$ cat src/rtl/u16u8_pkg.sv
// Package for the UTF-16 unit to UTF-8 byte encoder.
// Holds the queue item and head types and the encoding constants; no dependencies.
package u16u8_pkg;

    // Range limits for the one- and two-byte forms
    localparam logic [15:0] ONE_BYTE_LIMIT = 16'h0080;
    localparam logic [15:0] TWO_BYTE_LIMIT = 16'h0800;

    // Ligature code points that expand to ASCII letter runs
    localparam logic [15:0] LIG_FF  = 16'hFB00;
    localparam logic [15:0] LIG_FI  = 16'hFB01;
    localparam logic [15:0] LIG_FL  = 16'hFB02;
    localparam logic [15:0] LIG_FFI = 16'hFB03;
    localparam logic [15:0] LIG_FFL = 16'hFB04;

    // ASCII letters used by the ligatures
    localparam logic [7:0] ASCII_F = 8'h66;
    localparam logic [7:0] ASCII_I = 8'h69;
    localparam logic [7:0] ASCII_L = 8'h6C;

    // Lead and continuation byte markers
    localparam logic [2:0] LEAD2_TAG = 3'b110;
    localparam logic [3:0] LEAD3_TAG = 4'b1110;
    localparam logic [1:0] CONT_TAG  = 2'b10;

    // Index of the final byte of a sequence
    localparam logic [1:0] LAST_IDX_1 = 2'd0;
    localparam logic [1:0] LAST_IDX_2 = 2'd1;
    localparam logic [1:0] LAST_IDX_3 = 2'd2;

    // One classified code point: up to three bytes plus index of the last
    typedef struct packed {
        logic [7:0] byte0;
        logic [7:0] byte1;
        logic [7:0] byte2;
        logic [1:0] last_idx;
    } u16u8_item_t;

    // Head of the queue as seen by the back end
    typedef struct packed {
        logic        valid;
        u16u8_item_t item;
    } u16u8_head_t;

endpackage

$ cat src/rtl/utf16_unit_to_utf8_bytes.sv
// Top level of the UTF-16 unit to UTF-8 byte encoder.
// Instantiates u16u8_front, u16u8_queue and u16u8_back; uses u16u8_pkg.
//
// Usage:
//   Input channel (s_valid/s_ready/s_code_point) takes one 16-bit code unit
//   per transfer. Output channel (m_valid/m_ready/m_out_byte/m_last) gives
//   its bytes in order, m_last high on the final byte of each unit.
//   Units below 0x80 give one byte, below 0x800 two, others three; the
//   ligatures U+FB00..U+FB04 give their ASCII letter runs.
//   The first byte passes through a queue entry and then the output
//   register. Throughput: one byte per cycle while m_ready is high, set
//   by the byte-wide output register.
//   The front end classifies a unit in the cycle it is accepted and writes
//   it into a QUEUE_DEPTH-entry queue; s_ready is low only while the queue
//   is full. The back end drains the queue head into the output register.
//   When the receiver stalls, the output byte holds, then the queue fills
//   and s_ready drops. Reset empties the queue and clears m_valid.
module utf16_unit_to_utf8_bytes #(
    parameter int QUEUE_DEPTH = 2
) (
    input  logic        aclk,
    input  logic        aresetn,
    input  logic        s_valid,
    output logic        s_ready,
    input  logic [15:0] s_code_point,
    output logic        m_valid,
    input  logic        m_ready,
    output logic [7:0]  m_out_byte,
    output logic        m_last
);

    u16u8_pkg::u16u8_item_t front_item;
    u16u8_pkg::u16u8_head_t queue_head;
    logic                   queue_full;
    logic                   queue_pop;

    u16u8_front u_front (
        .code_point (s_code_point),
        .item       (front_item)
    );

    u16u8_queue #(
        .DEPTH (QUEUE_DEPTH)
    ) u_queue (
        .aclk      (aclk),
        .aresetn   (aresetn),
        .push      (s_valid),
        .push_item (front_item),
        .full      (queue_full),
        .pop       (queue_pop),
        .head      (queue_head)
    );

    u16u8_back u_back (
        .aclk       (aclk),
        .aresetn    (aresetn),
        .head       (queue_head),
        .pop        (queue_pop),
        .m_out_byte (m_out_byte),
        .m_last     (m_last),
        .m_valid    (m_valid),
        .m_ready    (m_ready)
    );

    assign s_ready = !queue_full;

endmodule

$ cat src/rtl/u16u8_front.sv
// Front end: classifies one code point into its byte sequence.
// Depends on u16u8_pkg.
module u16u8_front (
    input  logic [15:0]           code_point,
    output u16u8_pkg::u16u8_item_t item
);

    // Pick the encoding form and build all bytes at once
    always_comb begin
        item.byte0    = 8'h00;
        item.byte1    = 8'h00;
        item.byte2    = 8'h00;
        item.last_idx = u16u8_pkg::LAST_IDX_3;
        if (code_point < u16u8_pkg::ONE_BYTE_LIMIT) begin
            item.byte0    = code_point[7:0];
            item.last_idx = u16u8_pkg::LAST_IDX_1;
        end else if (code_point < u16u8_pkg::TWO_BYTE_LIMIT) begin
            item.byte0    = {u16u8_pkg::LEAD2_TAG, code_point[10:6]};
            item.byte1    = {u16u8_pkg::CONT_TAG, code_point[5:0]};
            item.last_idx = u16u8_pkg::LAST_IDX_2;
        end else if (code_point == u16u8_pkg::LIG_FF) begin
            item.byte0    = u16u8_pkg::ASCII_F;
            item.byte1    = u16u8_pkg::ASCII_F;
            item.last_idx = u16u8_pkg::LAST_IDX_2;
        end else if (code_point == u16u8_pkg::LIG_FI) begin
            item.byte0    = u16u8_pkg::ASCII_F;
            item.byte1    = u16u8_pkg::ASCII_I;
            item.last_idx = u16u8_pkg::LAST_IDX_2;
        end else if (code_point == u16u8_pkg::LIG_FL) begin
            item.byte0    = u16u8_pkg::ASCII_F;
            item.byte1    = u16u8_pkg::ASCII_L;
            item.last_idx = u16u8_pkg::LAST_IDX_2;
        end else if (code_point == u16u8_pkg::LIG_FFI) begin
            item.byte0    = u16u8_pkg::ASCII_F;
            item.byte1    = u16u8_pkg::ASCII_F;
            item.byte2    = u16u8_pkg::ASCII_I;
        end else if (code_point == u16u8_pkg::LIG_FFL) begin
            item.byte0    = u16u8_pkg::ASCII_F;
            item.byte1    = u16u8_pkg::ASCII_F;
            item.byte2    = u16u8_pkg::ASCII_L;
        end else begin
            // Three-byte form, surrogates included
            item.byte0    = {u16u8_pkg::LEAD3_TAG, code_point[15:12]};
            item.byte1    = {u16u8_pkg::CONT_TAG, code_point[11:6]};
            item.byte2    = {u16u8_pkg::CONT_TAG, code_point[5:0]};
        end
    end

endmodule

$ cat src/rtl/u16u8_queue.sv
// Small FIFO of classified items between front and back end.
// Depends on u16u8_pkg.
module u16u8_queue #(
    parameter int DEPTH = 2
) (
    input  logic                   aclk,
    input  logic                   aresetn,
    input  logic                   push,
    input  u16u8_pkg::u16u8_item_t push_item,
    output logic                   full,
    input  logic                   pop,
    output u16u8_pkg::u16u8_head_t head
);

    localparam int PTR_W = (DEPTH > 1) ? $clog2(DEPTH) : 1;
    localparam int CNT_W = $clog2(DEPTH + 1);
    localparam logic [PTR_W-1:0] PTR_LAST = PTR_W'(DEPTH - 1);
    localparam logic [CNT_W-1:0] CNT_FULL = CNT_W'(DEPTH);

    u16u8_pkg::u16u8_item_t entry_reg [DEPTH];
    logic [PTR_W-1:0] wr_ptr_reg, wr_ptr_next;
    logic [PTR_W-1:0] rd_ptr_reg, rd_ptr_next;
    logic [CNT_W-1:0] count_reg, count_next;
    logic             do_push, do_pop;

    assign full          = (count_reg == CNT_FULL);
    assign head.valid    = (count_reg != '0);
    assign head.item     = entry_reg[rd_ptr_reg];
    assign do_push       = push && !full;
    assign do_pop        = pop && head.valid;

    // Pointer and fill count update
    always_comb begin
        wr_ptr_next = wr_ptr_reg;
        rd_ptr_next = rd_ptr_reg;
        count_next  = count_reg;
        if (do_push) begin
            wr_ptr_next = (wr_ptr_reg == PTR_LAST) ? '0 : wr_ptr_reg + 1'b1;
        end
        if (do_pop) begin
            rd_ptr_next = (rd_ptr_reg == PTR_LAST) ? '0 : rd_ptr_reg + 1'b1;
        end
        if (do_push && !do_pop) begin
            count_next = count_reg + 1'b1;
        end else if (do_pop && !do_push) begin
            count_next = count_reg - 1'b1;
        end
    end

    always_ff @(posedge aclk) begin
        if (!aresetn) begin
            wr_ptr_reg <= '0;
            rd_ptr_reg <= '0;
            count_reg  <= '0;
        end else begin
            wr_ptr_reg <= wr_ptr_next;
            rd_ptr_reg <= rd_ptr_next;
            count_reg  <= count_next;
        end
    end

    // Payload storage, no reset
    always_ff @(posedge aclk) begin
        if (do_push) begin
            entry_reg[wr_ptr_reg] <= push_item;
        end
    end

endmodule

$ cat src/rtl/u16u8_back.sv
// Back end: walks the queue head byte by byte into the output register.
// Depends on u16u8_pkg.
module u16u8_back (
    input  logic                   aclk,
    input  logic                   aresetn,
    input  u16u8_pkg::u16u8_head_t head,
    output logic                   pop,
    output logic [7:0]             m_out_byte,
    output logic                   m_last,
    output logic                   m_valid,
    input  logic                   m_ready
);

    logic [1:0] idx_reg, idx_next;
    logic       valid_reg, valid_next;
    logic [7:0] byte_reg, byte_next;
    logic       last_reg, last_next;
    logic       load;
    logic       at_last;

    // Output register is free when empty or being drained this cycle
    assign load    = !valid_reg || m_ready;
    assign at_last = (idx_reg == head.item.last_idx);
    assign pop     = load && head.valid && at_last;

    // Byte select and index advance
    always_comb begin
        case (idx_reg)
            2'd0:    byte_next = head.item.byte0;
            2'd1:    byte_next = head.item.byte1;
            default: byte_next = head.item.byte2;
        endcase
        last_next  = at_last;
        idx_next   = idx_reg;
        valid_next = valid_reg && !m_ready;
        if (load && head.valid) begin
            valid_next = 1'b1;
            idx_next   = at_last ? 2'd0 : idx_reg + 2'd1;
        end
    end

    always_ff @(posedge aclk) begin
        if (!aresetn) begin
            idx_reg   <= 2'd0;
            valid_reg <= 1'b0;
        end else begin
            idx_reg   <= idx_next;
            valid_reg <= valid_next;
        end
    end

    always_ff @(posedge aclk) begin
        if (load && head.valid) begin
            byte_reg <= byte_next;
            last_reg <= last_next;
        end
    end

    assign m_valid    = valid_reg;
    assign m_out_byte = byte_reg;
    assign m_last     = last_reg;

endmodule

$ cat config.mk
export PLATFORM = sky130hd
export DESIGN_NAME = utf16_unit_to_utf8_bytes
export DESIGN_NICKNAME = d
export VERILOG_FILES = /design/src/rtl/u16u8_pkg.sv /design/src/rtl/utf16_unit_to_utf8_bytes.sv /design/src/rtl/u16u8_front.sv /design/src/rtl/u16u8_queue.sv /design/src/rtl/u16u8_back.sv
export SDC_FILE = /design/constraint.sdc
export NUM_CORES = 1
export LEC_CHECK = 0
export BUFFER_PORTS_ARGS = -buffer_cell sky130_fd_sc_hd__buf_2
export CORE_ASPECT_RATIO = 1.4
export CORE_MARGIN = 2
export CORE_UTILIZATION = 55
export CTS_CLUSTER_SIZE = 25
export DETAILED_ROUTE_END_ITERATION = 10
export PLACE_DENSITY = 0.75
export SYNTH_ARGS = -nofsm -noshare
export SYNTH_HDL_FRONTEND = slang
export SYNTH_HIERARCHICAL = 1
export SYNTH_SLANG_ARGS = --single-unit
$ cat constraint.sdc
create_clock -name aclk -period 4.6 [get_ports aclk]
set_input_delay 0.23 -clock aclk [delete_from_list [all_inputs] [get_ports aclk]]
set_output_delay 0.23 -clock aclk [all_outputs]
set_load 0.05 [all_outputs]
# ---- After elaboration in Yosys (flattened, before gate mapping)
# Memory sizes are Yosys's and may differ from the RTL's. A register that Yosys moved wholly into a read port is not among the register bits.
# Cells that the tools add are included.
dict set report word_totals {
  register_bits 16
  ram_bits 52
  out_inout_bits 11
  n_memories 1
}
dict set report op_classes {
  n_addsub 5
  n_lt_le_gt_ge 2
  eq_ne 8
  mux 28
  n_reduce_logical 16
}
# memory depth width rd rd_ports_with_merged_regs wr line
set memory_table {}
lappend memory_table {u_queue.entry_reg 2 26 1 1 1 u16u8_queue.sv:20} ;# u16u8_pkg::u16u8_item_t entry_reg [DEPTH];
# operator n
set ops {}
lappend ops {{$eq A16 B16 Y1 const B} 5}
lappend ops {{$mux W16} 5}
lappend ops {{$mux W24} 2}
lappend ops {{$mux W8} 5}
lappend ops {{$lt A16 B12 Y1 const B} 1}
lappend ops {{$lt A16 B8 Y1 const B} 1}
lappend ops {{$mux W2} 8}
lappend ops {{$pmux W8 S2} 1}
lappend ops {{$logic_and A1 B1 Y1} 7}
lappend ops {{$mux W1} 7}
lappend ops {{$logic_not A1 Y1} 5}
lappend ops {{$add A2 B1 Y2 const B} 2}
lappend ops {{$reduce_bool A2 Y1} 2}
lappend ops {{$add A1 B1 Y1 const B} 2}
lappend ops {{$eq A2 B1 Y1 const B} 1}
lappend ops {{$eq A2 B2 Y1} 1}
lappend ops {{$eq A2 B2 Y1 const B} 1}
lappend ops {{$logic_not A2 Y1} 1}
lappend ops {{$sub A2 B1 Y2 const B} 1}
lappend ops {{$logic_or A1 B1 Y1} 1}

# ---- Logic depth before layout (Yosys ltp)
# Gate-level depths: netlist of run 1.
dict set report logic_depth {
  ltp_word 8
  ltp_mapped 11
  ltp_nobuf 9
}

# ---- Modules after synthesis
# Netlist of run 1, hierarchy kept.
# module n_inst cells_per_inst area_per_inst_um2 seq_area_each_um2
set modules_own_cells {}
lappend modules_own_cells {u16u8_queue 1 106 2110.8 1661.6}
lappend modules_own_cells {u16u8_back 1 57 598.1 330.3}
lappend modules_own_cells {u16u8_front 1 66 399.1 0.0}
lappend modules_own_cells {utf16_unit_to_utf8_bytes 1 1 3.8 0.0}

# ---- Least setup slack after synthesis of run 1
# OpenSTA, ideal clock, no wires.
dict set report synth_timing {
  path_type {reg2reg}
  startpoint {reg with a tool-made name}
  endpoint {reg u_queue.count_reg[1]}
  arrival_time_ns 2.261
  t_required_ns 4.530
  setup_slack_ns 2.270
  stages_incl_launch_ff 11
  path_cell_list {dfxtp_1 > buf_2 > buf_4 > mux2_2 > xor2_1 > nor2_2 > and2_1 > o21ai_1 > ha_1 > or3_1 > a21boi_1}
}
# element line
set synth_rtl {}
lappend synth_rtl {{end signal: assignment} u16u8_queue.sv:58} ;# count_reg <= count_next;
lappend synth_rtl {{end: declaration} u16u8_queue.sv:23} ;# logic [CNT_W-1:0] count_reg, count_next;

==> impl_metrics.toml, run 1 <==
[clocking]
cts_setup_buffers = 0
cts_tree = "yes"
cts_max_path_buffers = 2
cts-resized-gates = 0
cts_buffers = 9
clk_pin_slew_worst_paths_ns = 0.07
clk_latency_ns = 0.33
cts_hold_buf = 0
h-tree-depth = 3
cts_sinks = 69
cts_root_buf = "clkbuf_8"

[synth]
synthFlopType = "edfxtp_1"
ys_ff_latch = 69
synth_area_um2 = 3110
syn-num-nets = 253
synth_area_leaders = "edfxtp_1 (59%), mux2_2 (9.4%), dfxtp_1 (5.1%), nand2_1 (3.5%), a22oi_1 (1.9%)"
ys_top_cells_by_count = "edfxtp_1 (61), nand2_1 (29), mux2_2 (26)"
yosysTopAreaCellShare = 0.589
ys_seq_area_frac = 0.640
synth_largest_area_cell = "edfxtp_1"
syn_area_per_cell_um2 = 13.5
synth_edf_count = 61
ys_types = 51
yosys_warnings = 6
synth.most_common_cell = "edfxtp_1"
syn-instance-count = 230
ys_async_sr_fraction = 0

[timing]
skew_ns = 0.00786
relSlewSlack = 0.602
finalCritPeriodShare = 0.543
setup_tns_ns = 0
worst_pin_slew_ns = 0.597
timing.final.ws_setup_ns = 2.10
fmax_ghz = 0.400
setup_viol = 0
finalCriticalPeriod_ns = 2.50
finalHoldViolCount = 0
slew_viol_final = 0
rsz0062_at_grt = "false"

[worst_hold_path]
hp-class = "primary input to register"

[floorplan]
core_um2 = 5490
ios = 31
rows = 32
initial_core_util = 0.567
dieArea_um2 = 6280
die_h_um = 93
die_x_um = 67.6

[route]
viasPerCell = 5.71
drt_pass1_iterations = 4
drt_iter0_drc = 106
drc = 0
wl_per_cell_um = 16.4
postRouteAntennaNets = 0
wl_um = 5580
vias = 1943

[outcome]
status = "complete, no violations"

[worst_setup_path]
criticalPathCategory = "register to register"
crit_arrival_ns = 2.76
rrSetupSlack_ns = 2.10
required_ns = 4.86
cp-end-kind = "register"
start_kind = "register"
worstPathMaxFanout = 26

[global_routing]
grt_pass1_wl_um = 9180
track_usage = 0.203
grt_max_degree = 28
grt_remaining_overflow = 0
grt_pass1_vias = 1910
antenna_found_initial = 0

[placement]
place_ws_ns = 2.11
port_buffers = 30
place.detailed.hpwl_um = 3790
gp_congestion = 0.813

[pwr]
power_mw = 1.67
p_per_area_nw_per_um2 = 476
p_leak_nw = 1.27
peakVddDrop_mv = 0.230

[final_layout]
fillers = 413
final_nets = 290
largest_register_ffs = 52
drive_gt1_frac = 0.316
area_growth_pct = 12.9
antennaDiodeCount = 0
regArea_um2 = 1990
multi_input_area_um2 = 1040

[run]
maxCapViolCount = 0
cell families (layout without fill, tap and decap cells):
group / Yosys count / in the layout / synth area share
flops: 69 / 69 / 0.640
compound gates: 42 / 42 / 0.0917
simple gates: 68 / 68 / 0.116
fa+ha+maj: 3 / 3 / 0.0121
xor+xnor: 5 / 5 / 0.0141
buf+inv: 16 / 58 / 0.0285
mux: 27 / 27 / 0.0973
stage by stage:
stage                     hold WS [ns]  std cells   util  instance area (um^2)
final                            0.211        340  0.641                  3510
after floorplan                  0.348        230      -                  3110
after global placement           0.494        324  0.606                  3320
after global routing             0.205        340  0.641                  3510
after CTS                        0.192        340  0.641                  3510
after detailed placement         0.530        324  0.606                  3320
worst max-delay path, stage by stage, from the launching register on:
cell,delay [ns]
dfxtp_1,0.31
buf_4,0.32
mux2_2,0.39
xor2_1,0.15
nor2_2,0.16
and2_1,0.14
o21ai_1,0.10
ha_1,0.35
or3_1,0.35
a21boi_1,0.17
power by group:
group	internal [mW]	switching (mW)
clock	0.246	0.218
combinational	0.118	0.285
sequential	0.781	0.0255
total	1.15	0.528
area by class of cell:
cell class / count / area share
Sequential cell: 69 / 0.567
Multi-Input combinational cell: 145 / 0.295
Tap cell: 68 / 0.0242
Clock buffer: 9 / 0.0352
Clock inverter: 7 / 0.0189
Timing Repair Buffer: 34 / 0.0513
Inverter: 8 / 0.00854
per-layer routing:
layer | wire [um] | track usage
met5 | 0 | 0
met4 | 71 | 0.0918
met3 | 329 | 0.0626
met2 | 2950 | 0.331
met1 | 2230 | 0.243
cells in the final DEF (no fill, tap or decap), types with 3 or more instances in the layout:
cell type,synthesis,final
edfxtp_1,61,61
xor2_1,3,3
a22oi_1,8,8
dfxtp_1,8,8
o22ai_1,3,3
inv_1,7,7
clkbuf_8,1,9
a21o_1,5,5
a21oi_1,10,10
nand4_1,3,3
buf_2,3,30
o21ai_0,3,3
nand2_1,29,29
mux2_2,26,26
ha_1,3,3
and2_1,6,6
or2_2,3,3
buf_4,2,4
nor2_1,8,8
final timing paths:
check,start,to,cells after the start
max,register,u_queue/count_reg[1],9
min,aresetn,u_queue/wr_ptr_reg,2
max reg2reg,register,u_queue/count_reg[1],9
min reg2reg,u_back/idx_reg[1],u_back/idx_reg[1],2
Power figures use the tool's default switching activity.
==> run 2: changes to the inputs <==
- clock period: 4.6 -> 2.4 ns (I/O delays scaled with it)
==> run 2 against run 1 <==
Compared with the run above:
- via count increased by 0.57%
- setup slack got worse by 1.9 ns
- fmax rose by 15%
- routed wire length about the same
- critical path depth decreased by 1
- non-clock buffer count grew 3
- critical path type unchanged
- flip-flop and latch count unchanged
- critical endpoint unchanged
- largest cell class unchanged
- cell count up 0.59%
==> impl_metrics.toml, run 2 (synthesis results as in run 1) <==
[final_layout]
layout.cells.most_common = "edfxtp_1"
antennaDiodeCount = 0
fillers = 437
regArea_um2 = 1990
fin_util = 0.637
area_growth_pct = 12.3
final_nets = 293
finalNonFillerCells = 342
final_cell_mix = "edfxtp_1 (61), buf_2 (30), nand2_1 (29), mux2_2 (26), a21oi_1 (10)"
largest_register_ffs = 52
drive_gt1_frac = 0.310
final_area_um2 = 3490
multi_input_area_um2 = 1040

[placement]
place_area_um2 = 3350
gp_congestion = 0.841
port_buffers = 30
place.detailed.hpwl_um = 3780
placed_cells = 327

[timing]
setup_viol = 0
finalCritPeriodShare = 0.909
rsz0062_at_grt = "false"
slew_viol_final = 0
whs_ns = 0.0996
finalHoldViolCount = 0
setup_tns_ns = 0
finalCriticalPeriod_ns = 2.18
worst_pin_slew_ns = 0.559
skew_ns = 0.00627
fmax_ghz = 0.458
relSlewSlack = 0.627

[route]
postRouteAntennaNets = 0
vias = 1954
drt_pass1_iterations = 4
wl_met2_um = 2840
viasPerCell = 5.71
maxUsedRoutingLayer = "met4"
wl_um = 5580
met1_length_um = 2370
wl_per_cell_um = 16.3
drc = 0
wl_met3_um = 234
drt_iter0_drc = 96

[clocking]
cts_tree = "yes"
cts_buffers = 9
cts_setup_buffers = 0
cts_sinks = 69
clk_pin_slew_worst_paths_ns = 0.06
cts_root_buf = "clkbuf_8"
cts_max_path_buffers = 2
h-tree-depth = 3
clk_latency_ns = 0.33
cts_hold_buf = 0
cts-resized-gates = 0

[floorplan]
die_h_um = 93
initial_core_util = 0.567
die_x_um = 67.6
core_um2 = 5490
dieArea_um2 = 6280
ios = 31
rows = 32

[global_routing]
grt_max_degree = 28
grt_remaining_overflow = 0
grt_pass1_vias = 1974
grt_pass1_wl_um = 9200
antenna_found_initial = 0
track_usage = 0.202

[pwr]
p_leak_nw = 1.27
p_per_area_nw_per_um2 = 875
peakVddDrop_mv = 0.500

[worst_setup_path]
crit_arrival_ns = 2.44
criticalPathCategory = "register to register"
cp-end-kind = "register"
cp_slowest_cell = "dfxtp_1"
r2r_end = "u_queue/count_reg[1]"
rrSetupSlack_ns = 0.22
critPathTopFamily = "simple AND/OR/NAND/NOR gates"
cpPeakStageDelay_ns = 0.39
rr_worst_depth = 8
start_kind = "register"
critical_path.cell_chain = "mux2_2 > xor2_1 > nor2_2 > and2_1 > o21ai_1 > ha_1 > or3_1 > a21boi_1"
required_ns = 2.66
crit_buf_inv = 0
worstPathMaxFanout = 4

[outcome]
status = "complete, no violations"

[worst_hold_path]
holdPathStages = 2
hp-class = "primary input to register"
hold_path_startpoint = "aresetn"
worstHoldEndpoint = "u_queue/wr_ptr_reg"

[run]
maxCapViolCount = 0
## run 2: changes by cell type in the layout (fill, tap and decap cells not counted)
| cell | change |
|---|---|
| clkinv_4 | -1 |
| clkinv_1 | +1 |
| buf_4 | +3 |
| bufinv_16 | -1 |
| clkinvlp_4 | -2 |
| clkbuf_1 | +2 |
## run 2: worst max path at each step
stage	from	end	slack (ns)	cells past startpoint
finish	register	u_queue/count_reg[1]	0.22	8
global route	register	u_queue/count_reg[1]	0.07	8
CTS	register	u_queue/count_reg[1]	0.22	8
detailed placement	register	u_queue/count_reg[1]	0.23	8
global placement	register	u_queue/count_reg[1]	0.28	8
floorplan	register	u_queue/count_reg[1]	0.07	10
## run 2: cell type report
type                       instances  share of cell area
sequential                        69               0.570
multi-input combinational        145               0.297
timing repair buffer              37              0.0580
clock buffer                      11              0.0376
tap                               68              0.0243
inverter                           8             0.00859
clock inverter                     4             0.00465
## run 2: stage by stage
step	setup WS, ns	power, mW
finish	0.218	3.06
global route	0.0654	3.19
CTS	0.215	3.08
detailed placement	0.231	2.36
global placement	0.282	2.34
floorplan	0.0695	2.14
## run 2: power breakdown
| group | internal (mW) | leakage, nW | switching [mW] | total, mW |
|---|---|---|---|---|
| logic | 0.236 | 0.579 | 0.542 | 0.778 |
| clock network | 0.357 | 0.0757 | 0.378 | 0.735 |
| registers | 1.50 | 0.613 | 0.0494 | 1.55 |
| total | 2.09 | 1.27 | 0.969 | 3.06 |
## run 2: per-layer routing
metal,global-route usage,up-vias
met4,0.121,0
li1,-,940
met1,0.251,947
met2,0.324,54
met5,0,-
met3,0.0361,13
## run 2: worst register-to-register path, cell delays in order (launching register included)
cell and delay, ns:
dfxtp_1 0.39, mux2_2 0.36, xor2_1 0.15, nor2_2 0.16, and2_1 0.14, o21ai_1 0.09
ha_1 0.35, or3_1 0.35, a21boi_1 0.14
==> run 3: changes to the inputs <==
- SYNTH_HIERARCHICAL: 1 -> default
==> run 3 against run 2 <==
Compared with the run above:
- utilization rose by 2.1 points
- non-clock buffer count rose by 3
- global-route usage fell by 0.31 points
- synthesized cell count fell by 6.1%
- flip-flop and latch count did not move
- critical path type unchanged
- via count fell by 1.7%
- power rose by 30%
==> impl_metrics.toml, run 3 <==
[clocking]
cts-resized-gates = 0
cts_sinks = 69
cts_root_buf = "clkbuf_8"
clk_latency_ns = 0.33
cts_setup_buffers = 0
cts_tree = "yes"
clk_pin_slew_worst_paths_ns = 0.07
h-tree-depth = 3
cts_buffers = 9
cts_hold_buf = 0
cts_max_path_buffers = 2

[global_routing]
grt_pass1_wl_um = 8800
grt_remaining_overflow = 0
track_usage = 0.199
antenna_found_initial = 0
grt_max_degree = 27
grt_pass1_vias = 1910

[route]
vias = 1920
postRouteAntennaNets = 0
wl_per_cell_um = 16.3
drt_iter0_drc = 103
viasPerCell = 5.87
wl_um = 5320
drc = 0
drt_pass1_iterations = 4

[floorplan]
die_x_um = 66.2
rows = 31
initial_core_util = 0.574
ios = 31
core_um2 = 5200
die_h_um = 91.1
dieArea_um2 = 6030

[timing]
rsz0062_at_grt = "false"
skew_ns = 0.00740
fmax_ghz = 0.457
finalCritPeriodShare = 0.911
relSlewSlack = 0.619
setup_viol = 0
worst_pin_slew_ns = 0.571
finalCriticalPeriod_ns = 2.19
finalHoldViolCount = 0
slew_viol_final = 0
setup_tns_ns = 0

[placement]
port_buffers = 30
place_area_um2 = 3230
placed_cells = 312
gp_congestion = 0.753
place.detailed.hpwl_um = 3750

[pwr]
p_leak_nw = 1.19
peakVddDrop_mv = 0.491
p_per_area_nw_per_um2 = 1160
power_mw = 3.98

[synth]
ys_async_sr_fraction = 0
synth_area_leaders = "edfxtp_1 (61%), dfxtp_1 (5.4%), a22oi_1 (2.8%), a22o_1 (2.3%), mux2i_1 (2.0%)"
synth_area_um2 = 2980
ys_seq_area_frac = 0.668
synth_edf_count = 61
ys_top_cells_by_count = "edfxtp_1 (61), nand2_1 (15), a22oi_1 (11), nor2_1 (11), a31oi_1 (9)"
synthFlopType = "edfxtp_1"
ys_types = 48
syn-num-nets = 239
syn_area_per_cell_um2 = 13.8
yosysTopAreaCellShare = 0.614
ys_ff_latch = 69
synth.most_common_cell = "edfxtp_1"
synth_largest_area_cell = "edfxtp_1"
yosys_warnings = 0
syn-instance-count = 216

[final_layout]
drive_gt1_frac = 0.268
layout.cells.most_common = "edfxtp_1"
final_area_um2 = 3420
largest_register_ffs = 52
area_growth_pct = 14.7
finalNonFillerCells = 327
final_nets = 280
final_cell_mix = "edfxtp_1 (61), buf_2 (30), nand2_1 (15), a22oi_1 (11)"
antennaDiodeCount = 0

[worst_hold_path]
hp-class = "primary input to register"
hold_path_startpoint = "aresetn"
holdPathStages = 2
worstHoldEndpoint = "u_back.m_valid"

[worst_setup_path]
worstPathMaxFanout = 7
cp-end-kind = "register"
r2r_end = "u_queue.count_reg[1]"
rrSetupSlack_ns = 0.21
critical_path.cell_chain = "mux2i_1 > xnor2_1 > nor4_4 > inv_1 > ha_1 > or3_1 > a21boi_0"
required_ns = 2.66
rr_worst_depth = 7
criticalPathCategory = "register to register"
cp_slowest_cell = "dfxtp_1"
cpPeakStageDelay_ns = 0.47
start_kind = "register"
crit_arrival_ns = 2.45

[run]
maxCapViolCount = 0

[outcome]
status = "complete, no violations"
## run 3: cell type report
class                      instances  area [um^2]
sequential                        69         1990
fill                             398         1780
multi-input combinational        129          902
timing repair buffer              40          225
clock buffer                       9          124
tap                               66         82.6
clock inverter                     6         65.1
inverter                           8         30.0
## run 3: cells by family after synthesis
| group | count (synthesis) | synth area share |
|---|---|---|
| and+or+nand+nor | 54 | 0.107 |
| buffers and inverters | 18 | 0.0302 |
| adders and majority gates | 3 | 0.0126 |
| DFF | 69 | 0.668 |
| muxes | 6 | 0.0201 |
| xor gates and xnor gates | 6 | 0.0176 |
| AOI/OAI and AO/OA | 60 | 0.145 |
## run 3: per-layer routing
metal | vias to the layer above | global-route usage | share of wire
met5 | - | 0 | 0
met4 | 0 | 0.0884 | 0.022
met3 | 14 | 0.0743 | 0.051
met1 | 929 | 0.237 | 0.40
li1 | 915 | - | -
met2 | 62 | 0.317 | 0.52
## run 3: worst max-delay path, delay by kind of cell (launching register included)
| kind | cells | cell delay, ns |
|---|---|---|
| compound gates | 1 | 0.16 |
| xor+xnor | 1 | 0.16 |
| fa+ha+maj | 1 | 0.33 |
| buf+inv | 1 | 0.07 |
| flops | 1 | 0.47 |
| mux | 1 | 0.30 |
| simple gates | 2 | 0.61 |
## run 3: power by group
part | total [mW] | internal (mW) | switching (mW)
combinational | 1.38 | 0.481 | 0.904
clock | 0.884 | 0.471 | 0.413
sequential | 1.71 | 1.62 | 0.0898
total | 3.98 | 2.57 | 1.41
## run 3: how the worst max path moves through the flow
stage                    startpoint                       to  slack, ns  cells after the start
2_1_floorplan  u_queue.count_reg[0]  u_queue.entry_reg[0][0]       0.22                      3
3_3_place_gp               register     u_queue.count_reg[1]       0.39                      7
3_5_place_dp               register     u_queue.count_reg[1]       0.27                      7
4_1_cts                    register     u_queue.count_reg[1]       0.22                      7
5_1_grt                    register     u_queue.count_reg[1]       0.12                      7
6_report                   register     u_queue.count_reg[1]       0.21                      7
## run 3: metrics by stage
stage / setup WS (ns) / hold WS [ns] / utilization
CTS: 0.225 / 0.0878 / 0.658
detailed placement: 0.271 / 0.443 / 0.622
floorplan: 0.218 / 0.242 / -
finish: 0.213 / 0.0966 / 0.658
global route: 0.125 / 0.0881 / 0.658
global placement: 0.390 / 0.420 / 0.622
